`config.mk`:
```
export PLATFORM = sky130hd
export DESIGN_NAME = max_priority_queue_linear_scan
export DESIGN_NICKNAME = d
export VERILOG_FILES = /design/src/hdl/mpq_pkg.sv /design/src/hdl/mpq_ctrl.sv /design/src/hdl/mpq_dp.sv /design/src/hdl/max_priority_queue_linear_scan.sv
export SDC_FILE = /design/constraint.sdc
export NUM_CORES = 1
export LEC_CHECK = 0
export BUFFER_PORTS_ARGS = -buffer_cell sky130_fd_sc_hd__buf_4
export CAP_MARGIN = 10
export CORE_MARGIN = 2
export CORE_UTILIZATION = 41
export CTS_CLUSTER_SIZE = 20
export DETAILED_ROUTE_END_ITERATION = 10
export SETUP_SLACK_MARGIN = 0.2
export SLEW_MARGIN = 10
export SYNTH_ARGS = -nofsm -noshare
export SYNTH_HDL_FRONTEND = slang
export SYNTH_SLANG_ARGS = --single-unit
export TNS_END_PERCENT = 5
```
`constraint.sdc`:
```
create_clock -name clk -period 3.7 [get_ports clk]
set_clock_uncertainty 0.15 [all_clocks]
set_input_delay 0.37 -clock clk [delete_from_list [all_inputs] [get_ports clk]]
set_output_delay 0.37 -clock clk [all_outputs]
set_load 0.01 [all_outputs]
```
`src/hdl/mpq_pkg.sv`:
```
// Shared types and constants for the max-priority queue.
package mpq_pkg;

  localparam int FUNC_W    = 2;
  localparam int VAL_W     = 32;
  localparam int STATUS_W  = 2;
  localparam int CAP_W     = 5;
  localparam int OUT_CNT_W = 5;
  localparam int IN_DATA_W  = 40;
  localparam int OUT_DATA_W = 48;

  localparam logic [CAP_W-1:0] CAP_RESET = 5'd16;

  // operation codes
  localparam logic [FUNC_W-1:0] FUNC_ENQ  = 2'd0;
  localparam logic [FUNC_W-1:0] FUNC_DEQ  = 2'd1;
  localparam logic [FUNC_W-1:0] FUNC_PEEK = 2'd2;

  // result status codes
  localparam logic [STATUS_W-1:0] STATUS_OK    = 2'd0;
  localparam logic [STATUS_W-1:0] STATUS_FULL  = 2'd1;
  localparam logic [STATUS_W-1:0] STATUS_EMPTY = 2'd2;

  // controller to datapath
  typedef struct packed {
    logic accept;     // latch the incoming word
    logic eval;       // latch the status code
    logic enq_write;  // append the value
    logic scan_start; // begin reading slots from zero
    logic move;       // move the last entry into the vacated slot
    logic load_out;   // load the result register
  } cmd_t;

  // datapath to controller
  typedef struct packed {
    logic need_scan;
    logic enq_ok;
    logic is_peek;
    logic scan_done;
    logic out_free;
  } stat_t;

endpackage

```
`src/hdl/mpq_ctrl.sv`:
```
// Controller state machine for the max-priority queue.
module mpq_ctrl (
  input  logic           clk,
  input  logic           rst_n,
  input  logic           in_tvalid,
  output logic           in_tready,
  input  mpq_pkg::stat_t stat,
  output mpq_pkg::cmd_t  cmd
);
  import mpq_pkg::*;

  typedef enum logic [2:0] {
    S_IDLE, S_EVAL, S_SCAN, S_LAST, S_MOVE, S_RESP
  } state_t;

  state_t state_r, state_nxt;

  // decode commands and next state
  always_comb begin
    state_nxt = state_r;
    cmd       = '0;
    in_tready = 1'b0;
    case (state_r)
      S_IDLE: begin
        in_tready = 1'b1;
        if (in_tvalid) begin
          cmd.accept = 1'b1;
          state_nxt  = S_EVAL;
        end
      end
      S_EVAL: begin
        cmd.eval = 1'b1;
        if (stat.need_scan) begin
          cmd.scan_start = 1'b1;
          state_nxt      = S_SCAN;
        end else begin
          cmd.enq_write = stat.enq_ok;
          state_nxt     = S_RESP;
        end
      end
      S_SCAN: begin
        if (stat.scan_done) begin
          state_nxt = stat.is_peek ? S_RESP : S_LAST;
        end
      end
      // wait for the last entry to come out of the store
      S_LAST: begin
        state_nxt = S_MOVE;
      end
      S_MOVE: begin
        cmd.move  = 1'b1;
        state_nxt = S_RESP;
      end
      S_RESP: begin
        if (stat.out_free) begin
          cmd.load_out = 1'b1;
          state_nxt    = S_IDLE;
        end
      end
      default: begin
        state_nxt = S_IDLE;
      end
    endcase
  end

  // hold state
  always_ff @(posedge clk) begin
    if (!rst_n) begin
      state_r <= S_IDLE;
    end else begin
      state_r <= state_nxt;
    end
  end

  a_load_needs_room: assert property (@(posedge clk) disable iff (!rst_n)
    cmd.load_out |-> stat.out_free)
    else $error("result loaded while previous word still waits");

  a_scan_then_result: assert property (@(posedge clk) disable iff (!rst_n)
    (state_r == S_SCAN && stat.scan_done && stat.is_peek) |=> state_r == S_RESP)
    else $error("peek did not go to response after scan");

endmodule

```
`src/hdl/mpq_dp.sv`:
```
// Datapath for the max-priority queue: entry store, scan comparator, result register.
module mpq_dp #(
  parameter int DEPTH = 16
) (
  input  logic                          clk,
  input  logic                          rst_n,
  input  mpq_pkg::cmd_t                 cmd,
  output mpq_pkg::stat_t                stat,
  input  logic [mpq_pkg::IN_DATA_W-1:0] in_tdata,
  input  logic                          cfg_valid,
  input  logic [mpq_pkg::CAP_W-1:0]     cfg_data,
  output logic                          out_tvalid,
  input  logic                          out_tready,
  output logic [mpq_pkg::OUT_DATA_W-1:0] out_tdata
);
  import mpq_pkg::*;

  localparam int AW    = (DEPTH > 1) ? $clog2(DEPTH) : 1;
  localparam int CNT_W = $clog2(DEPTH + 1);
  localparam int CMP_W = CNT_W + CAP_W;
  localparam int PAD_W = OUT_DATA_W - (STATUS_W + VAL_W + OUT_CNT_W + 2);

  logic [VAL_W-1:0]    mem [DEPTH];
  logic [VAL_W-1:0]    rdata_r;
  logic [AW-1:0]       rd_addr;
  logic                mem_we;
  logic [AW-1:0]       wr_addr;
  logic [VAL_W-1:0]    wr_data;

  logic [FUNC_W-1:0]   op_r;
  logic [VAL_W-1:0]    val_r;
  logic [CNT_W-1:0]    occ_r;
  logic [CAP_W-1:0]    cap_r;
  logic [STATUS_W-1:0] st_r;
  logic                hit_r;

  logic                scan_act_r;
  logic [AW-1:0]       rd_idx_r;
  logic                pend_vld_r;
  logic [AW-1:0]       pend_idx_r;
  logic [VAL_W-1:0]    best_r;
  logic [AW-1:0]       best_slot_r;

  logic                out_valid_r;
  logic [OUT_DATA_W-1:0] out_data_r;

  logic                empty, full, is_enq, is_qry;
  logic [AW-1:0]       last_idx;
  logic                take_new;
  logic [VAL_W-1:0]    res_val;

  // decode the held operation against the store state
  always_comb begin
    empty    = (occ_r == '0);
    full     = (CMP_W'(occ_r) >= CMP_W'(cap_r)) || (CMP_W'(occ_r) >= CMP_W'(DEPTH));
    is_enq   = (op_r == FUNC_ENQ);
    is_qry   = (op_r == FUNC_DEQ) || (op_r == FUNC_PEEK);
    last_idx = AW'(occ_r - 1'b1);
    take_new = (pend_idx_r == '0) || ($signed(rdata_r) > $signed(best_r));
    res_val  = hit_r ? best_r : '0;
  end

  always_comb begin
    stat.need_scan = is_qry && !empty;
    stat.enq_ok    = is_enq && !full;
    stat.is_peek   = (op_r == FUNC_PEEK);
    stat.scan_done = pend_vld_r && (pend_idx_r == last_idx);
    stat.out_free  = !out_valid_r || out_tready;
  end

  // select store port addresses and write data
  always_comb begin
    rd_addr = scan_act_r ? rd_idx_r : last_idx;
    mem_we  = cmd.enq_write || cmd.move;
    wr_addr = cmd.move ? best_slot_r : AW'(occ_r);
    wr_data = cmd.move ? rdata_r : val_r;
  end

  // entry store: one write port, one registered read port
  always_ff @(posedge clk) begin
    if (mem_we) begin
      mem[wr_addr] <= wr_data;
    end
    rdata_r <= mem[rd_addr];
  end

  // control state: count, capacity, scan sequencing, result valid
  always_ff @(posedge clk) begin
    if (!rst_n) begin
      occ_r       <= '0;
      cap_r       <= CAP_RESET;
      scan_act_r  <= 1'b0;
      pend_vld_r  <= 1'b0;
      out_valid_r <= 1'b0;
    end else begin
      if (cfg_valid) begin
        cap_r <= cfg_data;
      end
      if (cmd.enq_write) begin
        occ_r <= occ_r + 1'b1;
      end else if (cmd.move) begin
        occ_r <= occ_r - 1'b1;
      end
      if (cmd.scan_start) begin
        scan_act_r <= 1'b1;
      end else if (scan_act_r && rd_idx_r == last_idx) begin
        scan_act_r <= 1'b0;
      end
      pend_vld_r <= scan_act_r;
      if (cmd.load_out) begin
        out_valid_r <= 1'b1;
      end else if (out_tready) begin
        out_valid_r <= 1'b0;
      end
    end
  end

  // payload registers: held word, scan index, running maximum, result
  always_ff @(posedge clk) begin
    if (cmd.accept) begin
      op_r  <= in_tdata[FUNC_W-1:0];
      val_r <= in_tdata[FUNC_W +: VAL_W];
    end
    if (cmd.eval) begin
      hit_r <= is_qry && !empty;
      if (is_enq && full) begin
        st_r <= STATUS_FULL;
      end else if (is_qry && empty) begin
        st_r <= STATUS_EMPTY;
      end else begin
        st_r <= STATUS_OK;
      end
    end
    if (cmd.scan_start) begin
      rd_idx_r <= '0;
    end else if (scan_act_r) begin
      rd_idx_r <= rd_idx_r + 1'b1;
    end
    pend_idx_r <= rd_idx_r;
    // keep the first slot on ties by taking only a strictly larger value
    if (pend_vld_r && take_new) begin
      best_r      <= rdata_r;
      best_slot_r <= pend_idx_r;
    end
    if (cmd.load_out) begin
      out_data_r <= {{PAD_W{1'b0}}, full, empty, OUT_CNT_W'(occ_r), res_val, st_r};
    end
  end

  assign out_tvalid = out_valid_r;
  assign out_tdata  = out_data_r;

  a_occ_bound: assert property (@(posedge clk) disable iff (!rst_n)
    CMP_W'(occ_r) <= CMP_W'(DEPTH))
    else $error("occupancy above store depth");

  a_move_nonempty: assert property (@(posedge clk) disable iff (!rst_n)
    cmd.move |-> (occ_r != '0) && $past(stat.scan_done, 2))
    else $error("move without a finished scan");

endmodule

```
`src/hdl/max_priority_queue_linear_scan.sv`:
```
// Top level of the unsorted-store max-priority queue.
//
//  channel | direction | word contents (low bit first)
//  in_     | slave     | func[1:0], value[33:2], zero pad to 40 bits
//  out_    | master    | status[1:0], result_value[33:2], entry_count[38:34],
//          |           | is_empty[39], is_full[40], zero pad to 48 bits
//  cfg_    | slave     | capacity_limit[4:0], always ready
//
// Enqueue, failed operations and unused codes go from evaluate straight to the result.
// Dequeue scans the stored slots, then moves the last entry into the vacated slot;
// peek only scans. One store read port feeds a single comparator, one slot a cycle.
// Reset clears the count, sets capacity to 16 and drops any pending result.
// A new word is taken while a result still waits in the output register.
module max_priority_queue_linear_scan #(
  parameter int DEPTH = 16
) (
  input  logic                           clk,
  input  logic                           rst_n,
  input  logic                           in_tvalid,
  output logic                           in_tready,
  input  logic [mpq_pkg::IN_DATA_W-1:0]  in_tdata,   // func, value
  output logic                           out_tvalid,
  input  logic                           out_tready,
  output logic [mpq_pkg::OUT_DATA_W-1:0] out_tdata,  // status, result_value,
                                                     // entry_count, is_empty, is_full
  input  logic                           cfg_valid,
  output logic                           cfg_ready,
  input  logic [mpq_pkg::CAP_W-1:0]      cfg_data    // capacity_limit
);
  import mpq_pkg::*;

  cmd_t  cmd;
  stat_t stat;

  assign cfg_ready = 1'b1;

  mpq_ctrl u_ctrl (
    .clk       (clk),
    .rst_n     (rst_n),
    .in_tvalid (in_tvalid),
    .in_tready (in_tready),
    .stat      (stat),
    .cmd       (cmd)
  );

  mpq_dp #(
    .DEPTH (DEPTH)
  ) u_dp (
    .clk        (clk),
    .rst_n      (rst_n),
    .cmd        (cmd),
    .stat       (stat),
    .in_tdata   (in_tdata),
    .cfg_valid  (cfg_valid),
    .cfg_data   (cfg_data),
    .out_tvalid (out_tvalid),
    .out_tready (out_tready),
    .out_tdata  (out_tdata)
  );

endmodule
```
### Word level (Yosys, flattened, before mapping)

Memory sizes are Yosys's and may differ from the RTL's. A register that Yosys moved wholly into a read port is not among the register bits.
Index checks and enable logic that the tools add are counted.

| cells by class | value |
|---|---|
| add/sub/neg operators | 3 |
| equal/unequal tests | 12 |
| mux-type cells | 27 |
| reductions and logical operators | 23 |
| order comparisons | 3 |

Operator list:

| operator | number |
|---|---|
| $gt A32 B32 Y1 | 1 |
| $mux W32 | 1 |
| $mux W3 | 6 |
| $pmux W3 S6 | 1 |
| $mux W1 | 14 |
| $mux W5 | 2 |
| $eq A4 B4 Y1 | 2 |
| $mux W4 | 2 |
| $logic_and A1 B1 Y1 | 7 |
| $eq A3 B2 Y1 const B | 2 |
| $eq A3 B3 Y1 const B | 2 |
| $ne A2 B2 Y1 const B | 3 |
| $reduce_bool A2 Y1 | 3 |
| $add A5 B1 Y5 const B | 1 |
| $ge A5 B5 Y1 | 1 |
| $ge A5 B5 Y1 const B | 1 |
| $logic_not A5 Y1 | 1 |
| $logic_or A1 B1 Y1 | 5 |
| $sub A5 B1 Y5 const B | 1 |
| $add A4 B1 Y4 const B | 1 |
| $logic_not A4 Y1 | 1 |
| $eq A3 B1 Y1 const B | 1 |
| $logic_not A1 Y1 | 3 |
| $logic_not A3 Y1 | 1 |
| 5 further kinds | 5 |

| storage, ports and cells | value |
|---|---|
| memories | 1 |
| word-level logic and storage cells | 85 |
| bits in registers | 138 |
| bits of input ports | 50 |
| output and inout bits | 51 |
| RAM bits | 512 |

Memories:

| name | words | width | rd ports | clocked after Yosys merged registers in | wr ports | line | text |
|---|---|---|---|---|---|---|---|
| u_dp.mem | 16 | 32 | 1 | 1 | 1 | mpq_dp.sv:23 | `logic [VAL_W-1:0] mem [DEPTH];` |

### Logic depth before layout (Yosys ltp)

Gate-level depths: netlist of the first run.

| depth | value |
|---|---|
| depth in word-level cells | 9 |
| mapped depth | 11 |
| gate-level depth less buffers | 9 |

### Modules after synthesis

A second synthesis of the first run with hierarchy kept.

| unflattened totals | value |
|---|---|
| cells, all modules | 1356 |
| area, all modules | 26576.7 um2 |

Modules (own cells, without submodules):

| module | instances | cells each | area each (um2) | seq. area each (um2) |
|---|---|---|---|---|
| mpq_dp | 1 | 1323 | 26287.7 | 19859.0 |
| mpq_ctrl | 1 | 31 | 277.8 | 60.1 |
| max_priority_queue_linear_scan | 1 | 2 | 11.3 | 0.0 |

### Worst setup path after synthesis of the first run

OpenSTA, ideal clock, no wires.

| timing path | value |
|---|---|
| kind | flip-flop to flip-flop |
| start point | register u_dp.best_r[15] |
| end point | register u_dp.best_r[0] (enable) |
| data required time | 3116 ps |
| clock period less this slack | 4035 ps |
| stages on the path, launching flop included | 9 |
| library setup time | 434 ps |
| arrival time | 3451 ps |
| setup slack | -335 ps |
| cells stage by stage | edfxtp_1 -> inv_1 -> ha_1 -> nand4_1 -> nor4_1 -> or4b_1 -> o211ai_1 -> xor2_1 -> o21ai_1 |

| on the way | value |
|---|---|
| longest elaborated chain between the ends | 3 |

Ends and longest elaborated chain:

| what | line | text |
|---|---|---|
| start: declaration | mpq_dp.sv:41 | `logic [VAL_W-1:0] best_r;` |
| start signal: assignment | mpq_dp.sv:142 | `best_r <= rdata_r;` |
| $gt A32 B32 Y1 | mpq_dp.sv:59 | `take_new = (pend_idx_r == '0) \|\| ($signed(rdata_r) > $signed(best_r));` |
| $logic_or A1 B1 Y1 | mpq_dp.sv:59 |  |
| $logic_and A1 B1 Y1 | mpq_dp.sv:141 | `if (pend_vld_r && take_new) begin` |

No other way between the ends.
A chain may end at the register's enable or synchronous reset.

### Worst setup path after layout of the first run

| timing path | value |
|---|---|
| start point | register u_dp.occ_r[0] |
| end point | memory u_dp.mem[3][15] (enable) |

| on the way | value |
|---|---|
| elaborated cells on any way between the ends | 14 |

RTL lines:

| what | line | text |
|---|---|---|
| start: declaration | mpq_dp.sv:32 | `logic [CNT_W-1:0] occ_r;` |
| start signal: assignment | mpq_dp.sv:100 | `occ_r <= occ_r + 1'b1;` |
| start signal: assignment | mpq_dp.sv:102 | `occ_r <= occ_r - 1'b1;` |
| $logic_not A5 Y1 | mpq_dp.sv:54 | `empty = (occ_r == '0);` |
| named net u_dp.empty | mpq_dp.sv:47 | `logic empty, full, is_enq, is_qry;` |
| $logic_not A1 Y1 | mpq_dp.sv:64 | `stat.need_scan = is_qry && !empty;` |
| $logic_and A1 B1 Y1 | mpq_dp.sv:64 |  |
| $mux W1 | mpq_ctrl.sv:33 | `if (stat.need_scan) begin` |
| $mux W3 | mpq_ctrl.sv:23 | `case (state_r)` |
| $logic_or A1 B1 Y1 | mpq_dp.sv:74 | `mem_we = cmd.enq_write \|\| cmd.move;` |
| $mux W1 | mpq_dp.sv:81 | `if (mem_we) begin` |
| $mux W1 (implied by the code) | mpq_dp.sv:82 | `mem[wr_addr] <= wr_data;` |
| end: declaration | mpq_dp.sv:23 |  |

The timed path passes the listed nets, and every way through them passes these cells.

==> results of run 1 <==
==> flip-flops by register name, summed over array words and instances (netlist names), 3 cells and up <==
| signal | count |
|---|---|
| u_dp.val_r | 32 |
| u_dp.out_tdata | 41 |
| u_dp.rd_idx_r | 4 |
| u_dp.mem | 512 |
| u_dp.best_slot_r | 4 |
| u_dp.best_r | 32 |
| u_dp.pend_idx_r | 4 |
| u_dp.occ_r | 5 |
| u_dp.rdata_r | 32 |
| u_dp.cap_r | 5 |
| u_ctrl.state_r | 3 |
==> timing repair <==
| item | 4_1_cts | 5_1_grt |
|---|---|---|
| hold buffers | 50 | 0 |
| gates resized for setup | 0 | 0 |
| endpoints found under the hold margin | 49 | 0 |
==> final cells by class <==
type,count,area [sq um]
clock buffers,98,2030
clock inverters,32,382
fillers,5199,32500
inverters,47,176
multi-input cells,621,6280
flip-flops and latches,682,19900
well taps,855,1070
repair buffers,214,1960
==> critical path: cells and delay by family (launching register included) <==
family          cells  cell delay (ps)
buf+inv             4              880
compound gates      1              160
fa+ha+maj           1              250
simple gates        5             1100
flops               1              310
==> Yosys cell counts, drive strengths merged (3+ instances only) <==
master / n
nand3: 7
mux2i: 40
a211o: 3
mux4: 128
nor2: 37
and2: 40
a21o: 6
edfxtp: 626
and3: 3
o21ai: 8
nand4: 7
a31oi: 8
nor3: 7
o211ai: 4
a211oi: 34
dfxtp: 56
ha: 42
buf: 45
clkbuf: 28
xor2: 11
nor2b: 38
a21oi: 45
inv: 47
nand2b: 3
nand2: 111
xnor2: 6
==> through the flow <==
step / std cells / cell area (sq um) / TNS [ps] / setup WS [ps]
floorplan: 1423 / 26600 / -131690 / -280
global placement: 2369 / 28900 / 0 / 479
detailed placement: 2369 / 28900 / 0 / 440
CTS: 2549 / 31800 / 0 / 427
global route: 2549 / 31800 / 0 / 338
finish: 2549 / 31800 / 0 / 483
==> worst max-delay path by stage <==
stage | to | depth (start not counted)
floorplan | u_dp.mem[2][0] | 11
finish | u_dp.mem[3][15] | 11
detailed placement | u_dp.best_r[13] | 9
global route | u_dp.best_r[24] | 9
CTS | u_dp.best_r[27] | 9
global placement | u_dp.rdata_r[5] | 6
==> routing by layer <==
| layer | vias up | routed length, microns | GRT usage |
|---|---|---|---|
| met3 | 90 | 3490 | 0.0386 |
| li1 | 6005 | - | - |
| met2 | 349 | 28700 | 0.291 |
| met5 | - | 0 | 0 |
| met4 | 0 | 1120 | 0.0512 |
| met1 | 6929 | 25100 | 0.240 |
==> kinds of logic (layout without fill, tap and decap cells) <==
family                     Yosys count  count (layout)  share of synthesized area
AOI/OAI and AO/OA                  122             122                     0.0299
xor gates and xnor gates            17              17                    0.00588
adders and majority gates           42              42                     0.0198
buffers and inverters              120             391                     0.0227
DFF                                682             682                      0.749
muxes                              169             169                      0.124
other                                2               8                   0.000282
and+or+nand+nor                    263             263                     0.0484
==> power breakdown <==
part | total, mW | switching, mW | internal [mW]
logic | 11.4 | 6.43 | 4.93
clock network | 7.32 | 2.90 | 4.41
registers | 10.9 | 0.543 | 10.3
total | 29.6 | 9.88 | 19.7
==> results.cfg, run 1 <==
[status]
status = finished, final reports clean

[min_path]
hp-class = primary input to flip-flop
hp-start = in_tvalid
min_to = u_ctrl.state_r[0]
hold_path_depth = 6

[clock_tree]
tritoncts = done
clockBufferDepth = 3
cts-root-buf = clkbuf_16
numCtsBuffers = 72
post-cts-setup-buffer-count = 0
insertion_delay_ps = 610
htree_levels = 3
path_clk_slew_ps = 60
clock-sinks = 682

[final_layout]
final_common_cell = edfxtp_1
drive_gt1_frac = 0.249
layout_common_cells = edfxtp_1, buf_4, mux4_2, nand2_1, clkbuf_16
final_core_util = 0.495
areaGrowthSynthToFinish_pct = 19.7
insertedDiodeCount = 0
nNetsFinal = 1730

[critical_path]
worstPathRequired_ps = 3820
cp-startpoint = u_dp.occ_r[0]
criticalPathCategory = flip-flop to flip-flop
critPathSlowestCell = buf_4
r2r_cells = 11
critPathMaxFanout = 17
worstReg2RegEnd = u_dp.mem[3][15]
worst_path_most_repeated_cell = buf_4
reg2reg_slack_ps = 480
end_kind = flip-flop
arrival_ps = 3340
cp_cell_sequence = inv_1 -> ha_1 -> nor4b_4 -> nand2b_1 -> and3_1 -> and2_1 -> buf_4 -> a31oi_1 -> buf_4 -> nor2_4 -> buf_4
start_kind = flip-flop
crit-reg2reg-launch = u_dp.occ_r[0]
max_stage_delay_ps = 340

[drt]
wl_per_cell_microns = 22.9
routed_via_density = 5.25
drtPass1Iterations = 5
drt_iter0_markers = 1150
num_vias = 13400
routed_wl_microns = 58500
drc = 0
antenna_left = 0

[placement]
post-dp-hpwl_microns = 35100
io_buffers = 86
gp_congestion = 0.772

[logic_synthesis]
ys_seq_area_frac = 0.749
ys.flop_type = edfxtp_1
synth_edf_count = 626
synth_top_area_share = 0.707
synthArstFlopShare = 0
synth.area.top_cells = edfxtp_1, mux4_2, dfxtp_1
netlist_area_sq_um = 26600
yosysWarnings = 0
synthDistinctLibCells = 55
synth_area_per_cell_sq_um = 18.8
synthCells = 1417
synth_top_cell_by_area = edfxtp_1
ys_ff_latch = 682

[sta]
hold_viol = 0
whs_ps = 102
slew_violations = 0
max_freq_mhz = 311
tightest_slew_ps = 1160
setup_viol = 0
final.period_utilization = 0.869
period_needed_ps = 3220
rsz0062_at_grt = false
relSlewSlack = 0.220

[global_routing]
grt_pass1_wl_microns = 87100
grt_pass1_vias = 13800
grt_max_degree = 77
overflow = 0
antenna_found_initial = 1
grt.total_usage = 0.177

[die]
ioPinCount = 101
fp.dieArea_sq_um = 66900
die_x_microns = 259
die_h_microns = 259
initial_core_util = 0.413
rows = 93
coreArea_sq_um = 64300

[power_and_ir_drop]
ir_drop_mv = 0.974
p_leak_nw = 11.0
powerDensity_nw_per_um2 = 929
p_total_mw = 29.6

[run]
drv_cap = 0
Power figures use the tool's default switching activity.
==> inputs of run 2 (changes only) <==
Settings changed: GPL_TIMING_DRIVEN set to 0.
==> run 2 against run 1 <==
Effect of this change: register-to-register slack worse by 270 ps; clock-buffer cell count up 3; largest cell class unchanged; sequential power about the same; sequential cell count unchanged; hold slack worse by 64 ps; via count up 2.2%; die area unchanged; fmax down 7.8%; utilization up 0.78 points; sequential share of layout area down 0.96 points; global-route usage up 0.29 points; clock power up 0.7%.
==> results.cfg, run 2 (synthesized netlist as in run 1, its figures left out) <==
[sta]
setup_viol = 0
relSlewSlack = 0.332
final.period_utilization = 0.943
slew_violations = 0
max_freq_mhz = 287
hold_viol = 0
rsz0062_at_grt = true
worst_slack_ps = 210
tightest_slew_ps = 983
period_needed_ps = 3490
fin_setup_tns_ps = 0

[drt]
num_vias = 13700
drc = 0
wl_per_cell_microns = 23.1
drt_iter0_markers = 1264
routed_via_density = 5.29
routed_wl_microns = 59600
antenna_left = 0
drtPass1Iterations = 5

[final_layout]
largest_register = u_dp.mem
layout_common_cells = edfxtp_1, mux4_2, nand2_1, buf_4, clkbuf_16
insertedDiodeCount = 0
final_common_cell = edfxtp_1
largest_register_ffs = 512
areaGrowthSynthToFinish_pct = 21.5
drive_gt1_frac = 0.257
nNetsFinal = 1762

[clock_tree]
cts-root-buf = clkbuf_16
clock-sinks = 682
insertion_delay_ps = 610
path_clk_slew_ps = 60
numCtsBuffers = 72
clockBufferDepth = 3
tritoncts = done
htree_levels = 3

[power_and_ir_drop]
powerDensity_nw_per_um2 = 927
ir_drop_mv = 0.607
p_leak_nw = 11.2

[placement]
gp_congestion = 0.777
post-place-ws_ps = -400
post-dp-hpwl_microns = 39200
io_buffers = 85

[die]
initial_core_util = 0.413
die_x_microns = 259
ioPinCount = 101
fp.dieArea_sq_um = 66900
rows = 93
coreArea_sq_um = 64300
die_h_microns = 259

[critical_path]
start_kind = flip-flop
worstPathRequired_ps = 3850
criticalPathCategory = flip-flop to flip-flop
end_kind = flip-flop
critPathMaxFanout = 10
arrival_ps = 3640

[status]
status = finished, final reports clean

[global_routing]
overflow = 0
grt_max_degree = 33
grt_pass1_wl_microns = 88500
grt.total_usage = 0.180
antenna_found_initial = 1
grt_pass1_vias = 14000

[run]
drv_cap = 0

[min_path]
hp-class = primary input to flip-flop
[run 2: cell types whose count changed in the layout (fill, tap and decap cells not counted), sizes merged]
cell / delta
clkbuf: +34
buf: +7
dlygate4sd3: -6
bufinv: -1
clkinvlp: -2
clkinv: +1
[run 2: metrics by stage]
stage               utilization  cells  total power [mW]  hold WS, ps  area [sq um]
finish                    0.502   2582              30.0         38.1         32300
floorplan                     -   1423              18.7          244         26600
detailed placement        0.450   2382              22.7          262         28900
global placement          0.440   2363              22.3          259         28300
global route              0.502   2582              31.5         47.4         32300
CTS                       0.501   2581              30.2        0.474         32200
[run 2: timing repair]
action | 4_1_cts | 5_1_grt
setup endpoints to repair | 539 | 813
buffers inserted | 24 | 1
endpoints found under the hold margin | 40 | 0
hold buffers | 44 | 0
resized for setup | 3 | 16
pin swaps | 16 | 4
[run 2: final timing paths]
check                   from  slack, ps  depth (start not counted)          endpoint
max            u_dp.occ_r[0]        210                         12  u_dp.mem[12][29]
max reg2reg    u_dp.occ_r[0]        210                         12  u_dp.mem[12][29]
min                cfg_valid         40                          3     u_dp.cap_r[4]
min reg2reg  u_dp.rdata_r[0]        280                          0    u_dp.best_r[0]
[run 2: final cells by class]
cell class	count	area, sq um
well taps	855	1070
plain buffers	73	438
flip-flops and latches	682	19900
fillers	5158	32000
inverters	47	176
clock buffers	101	2100
clock inverters	30	339
repair buffers	173	1950
multi-input cells	621	6320
[run 2: power breakdown]
part	total [mW]	leakage, nW	internal, mW	switching, mW
logic	11.7	3.84	4.81	6.86
clock network	7.37	1.21	4.45	2.91
registers	10.9	6.13	10.3	0.585
total	30.0	11.2	19.6	10.4
[run 2: routing by layer]
| metal | vias to the layer above | routed length [microns] | global-route usage |
|---|---|---|---|
| met5 | - | 0 | 0 |
| met4 | 0 | 1150 | 0.0530 |
| met3 | 79 | 3140 | 0.0271 |
| met2 | 395 | 29100 | 0.297 |
| met1 | 7113 | 26200 | 0.250 |
| li1 | 6077 | - | - |
[run 2: critical path, cell delays in order, from the launching register on]
cell and delay (ps):
dfxtp_1 360, buf_4 230, inv_1 170, ha_1 290, nand2b_1 140, a21o_1 180, a21o_1 200, a31oi_4 270
and2_1 170, buf_4 190, a31oi_2 280, nor2_4 310, buf_4 230
==> inputs of run 3 (changes only) <==
Clock period 3.7 ns to 3.8 ns, I/O delays scaled along.
==> run 3 against run 2 <==
Effect of this change: die area unchanged; critical path depth down 5; cell area down 0.11%; global-route usage about the same; first-iteration DRC count about the same; hold slack better by 7.6 ps; combinational power about the same; wire length down 0.11%; critical path type unchanged; critical endpoint is now u_dp.mem[10][12]; highest routed layer unchanged.
==> results.cfg, run 3 (synthesized netlist as in run 1, its figures left out) <==
[die]
coreArea_sq_um = 64300
die_h_microns = 259
ioPinCount = 101
fp.dieArea_sq_um = 66900
initial_core_util = 0.413
die_x_microns = 259
rows = 93

[sta]
hold_viol = 0
worst_slack_ps = 296
period_needed_ps = 3500
setup_viol = 0
fin_setup_tns_ps = 0
max_freq_mhz = 285
rsz0062_at_grt = true
slew_violations = 0
tightest_slew_ps = 1070
relSlewSlack = 0.281
final.period_utilization = 0.922

[clock_tree]
numCtsBuffers = 72
path_clk_slew_ps = 60
insertion_delay_ps = 610
tritoncts = done
htree_levels = 3
cts-root-buf = clkbuf_16
clock-sinks = 682
clockBufferDepth = 3

[power_and_ir_drop]
p_leak_nw = 11.2
powerDensity_nw_per_um2 = 903
p_total_mw = 29.2
ir_drop_mv = 0.580

[drt]
drt_iter0_markers = 1265
routed_wl_microns = 59500
wl_per_cell_microns = 23.0
routed_via_density = 5.29
drtPass1Iterations = 6
num_vias = 13700
drc = 0
antenna_left = 0

[placement]
post-place-ws_ps = -300
post-dp-hpwl_microns = 39200
io_buffers = 85
placed_area_sq_um = 28900
gp_congestion = 0.777

[critical_path]
criticalPathCategory = flip-flop to flip-flop
reg2reg_slack_ps = 300
arrival_ps = 3700
worstPathRequired_ps = 4000
critPathMaxFanout = 17
worstReg2RegEnd = u_dp.mem[10][12]
worst_path_most_repeated_cell = clkbuf_1
critPathSlowestCell = a31oi_1
crit-reg2reg-launch = u_ctrl.state_r[0]
cp_cell_sequence = clkbuf_1 -> nor3_1 -> clkbuf_1 -> nor3b_1 -> a31oi_1 -> nor2_4 -> buf_16
max_stage_delay_ps = 790
start_kind = flip-flop
r2r_cells = 7
end_kind = flip-flop

[final_layout]
final_core_util = 0.502
n_fill_cell = 5154
register_area_sq_um = 19900
nNetsFinal = 1762
final_common_cell = edfxtp_1
layout_common_cells = edfxtp_1, mux4_2, nand2_1, buf_4, clkbuf_16
areaGrowthSynthToFinish_pct = 21.4
largest_register = u_dp.mem
final_area_sq_um = 32300
largest_register_ffs = 512
multi_input_area_sq_um = 6290
drive_gt1_frac = 0.255

[min_path]
min_to = u_dp.cap_r[4]
hp-start = cfg_valid
hold_path_depth = 3
hp-class = primary input to flip-flop

[global_routing]
overflow = 0
grt_pass1_vias = 14000
grt_pass1_wl_microns = 88500
grt_max_degree = 33
grt.total_usage = 0.180
antenna_found_initial = 1

[status]
status = finished, final reports clean

[run]
drv_cap = 0
run 3: what timing repair did:
item,in CTS,in global routing
hold buffers,44,0
hold endpoints to repair,40,0
pin swaps,16,2
setup endpoints to repair,521,541
buffers inserted,24,1
resized for setup,2,11
run 3: per-stage QoR:
stage	hold slack [ps]	instances
CTS	10.5	2581
detailed placement	262	2382
global route	57.4	2582
global placement	259	2363
floorplan	244	1423
finish	45.7	2583
run 3: metal layers:
metal  share of wire  GRT usage  up-vias
met5               0          0        -
met4           0.019     0.0530        0
met3           0.053     0.0271       77
met2            0.49      0.297      383
met1            0.44      0.250     7129
li1                -          -     6076
run 3: layout make-up:
type                            instances  share of cell area
Antenna cell                            1           0.0000775
Buffer                                 73              0.0134
Clock buffer                          101              0.0650
Clock inverter                         30              0.0105
Inverter                               47             0.00546
Multi-Input combinational cell        621               0.195
Sequential cell                       682               0.617
Tap cell                              855              0.0331
Timing Repair Buffer                  173              0.0605
run 3: power breakdown:
group / switching, mW / internal, mW
logic: 6.69 / 4.66
clock network: 2.84 / 4.34
registers: 0.569 / 10.1
run 3: worst max-delay path, delay by kind of cell (launching register included):
family | cells | cell delay, ps
simple gates | 3 | 840
buf+inv | 3 | 1140
compound gates | 1 | 790
flops | 1 | 310
run 3: how the worst max path moves through the flow:
| stage | to | depth (start not counted) | start |
|---|---|---|---|
| floorplan | u_dp.mem[2][0] | 11 | u_dp.occ_r[0] |
| global placement | u_dp.mem[6][8] | 11 | u_dp.occ_r[0] |
| detailed placement | u_dp.mem[7][9] | 12 | u_dp.occ_r[0] |
| CTS | u_dp.rdata_r[11] | 9 | u_dp.occ_r[0] |
| global route | u_dp.mem[10][17] | 7 | u_ctrl.state_r[0] |
| finish | u_dp.mem[10][12] | 7 | u_ctrl.state_r[0] |
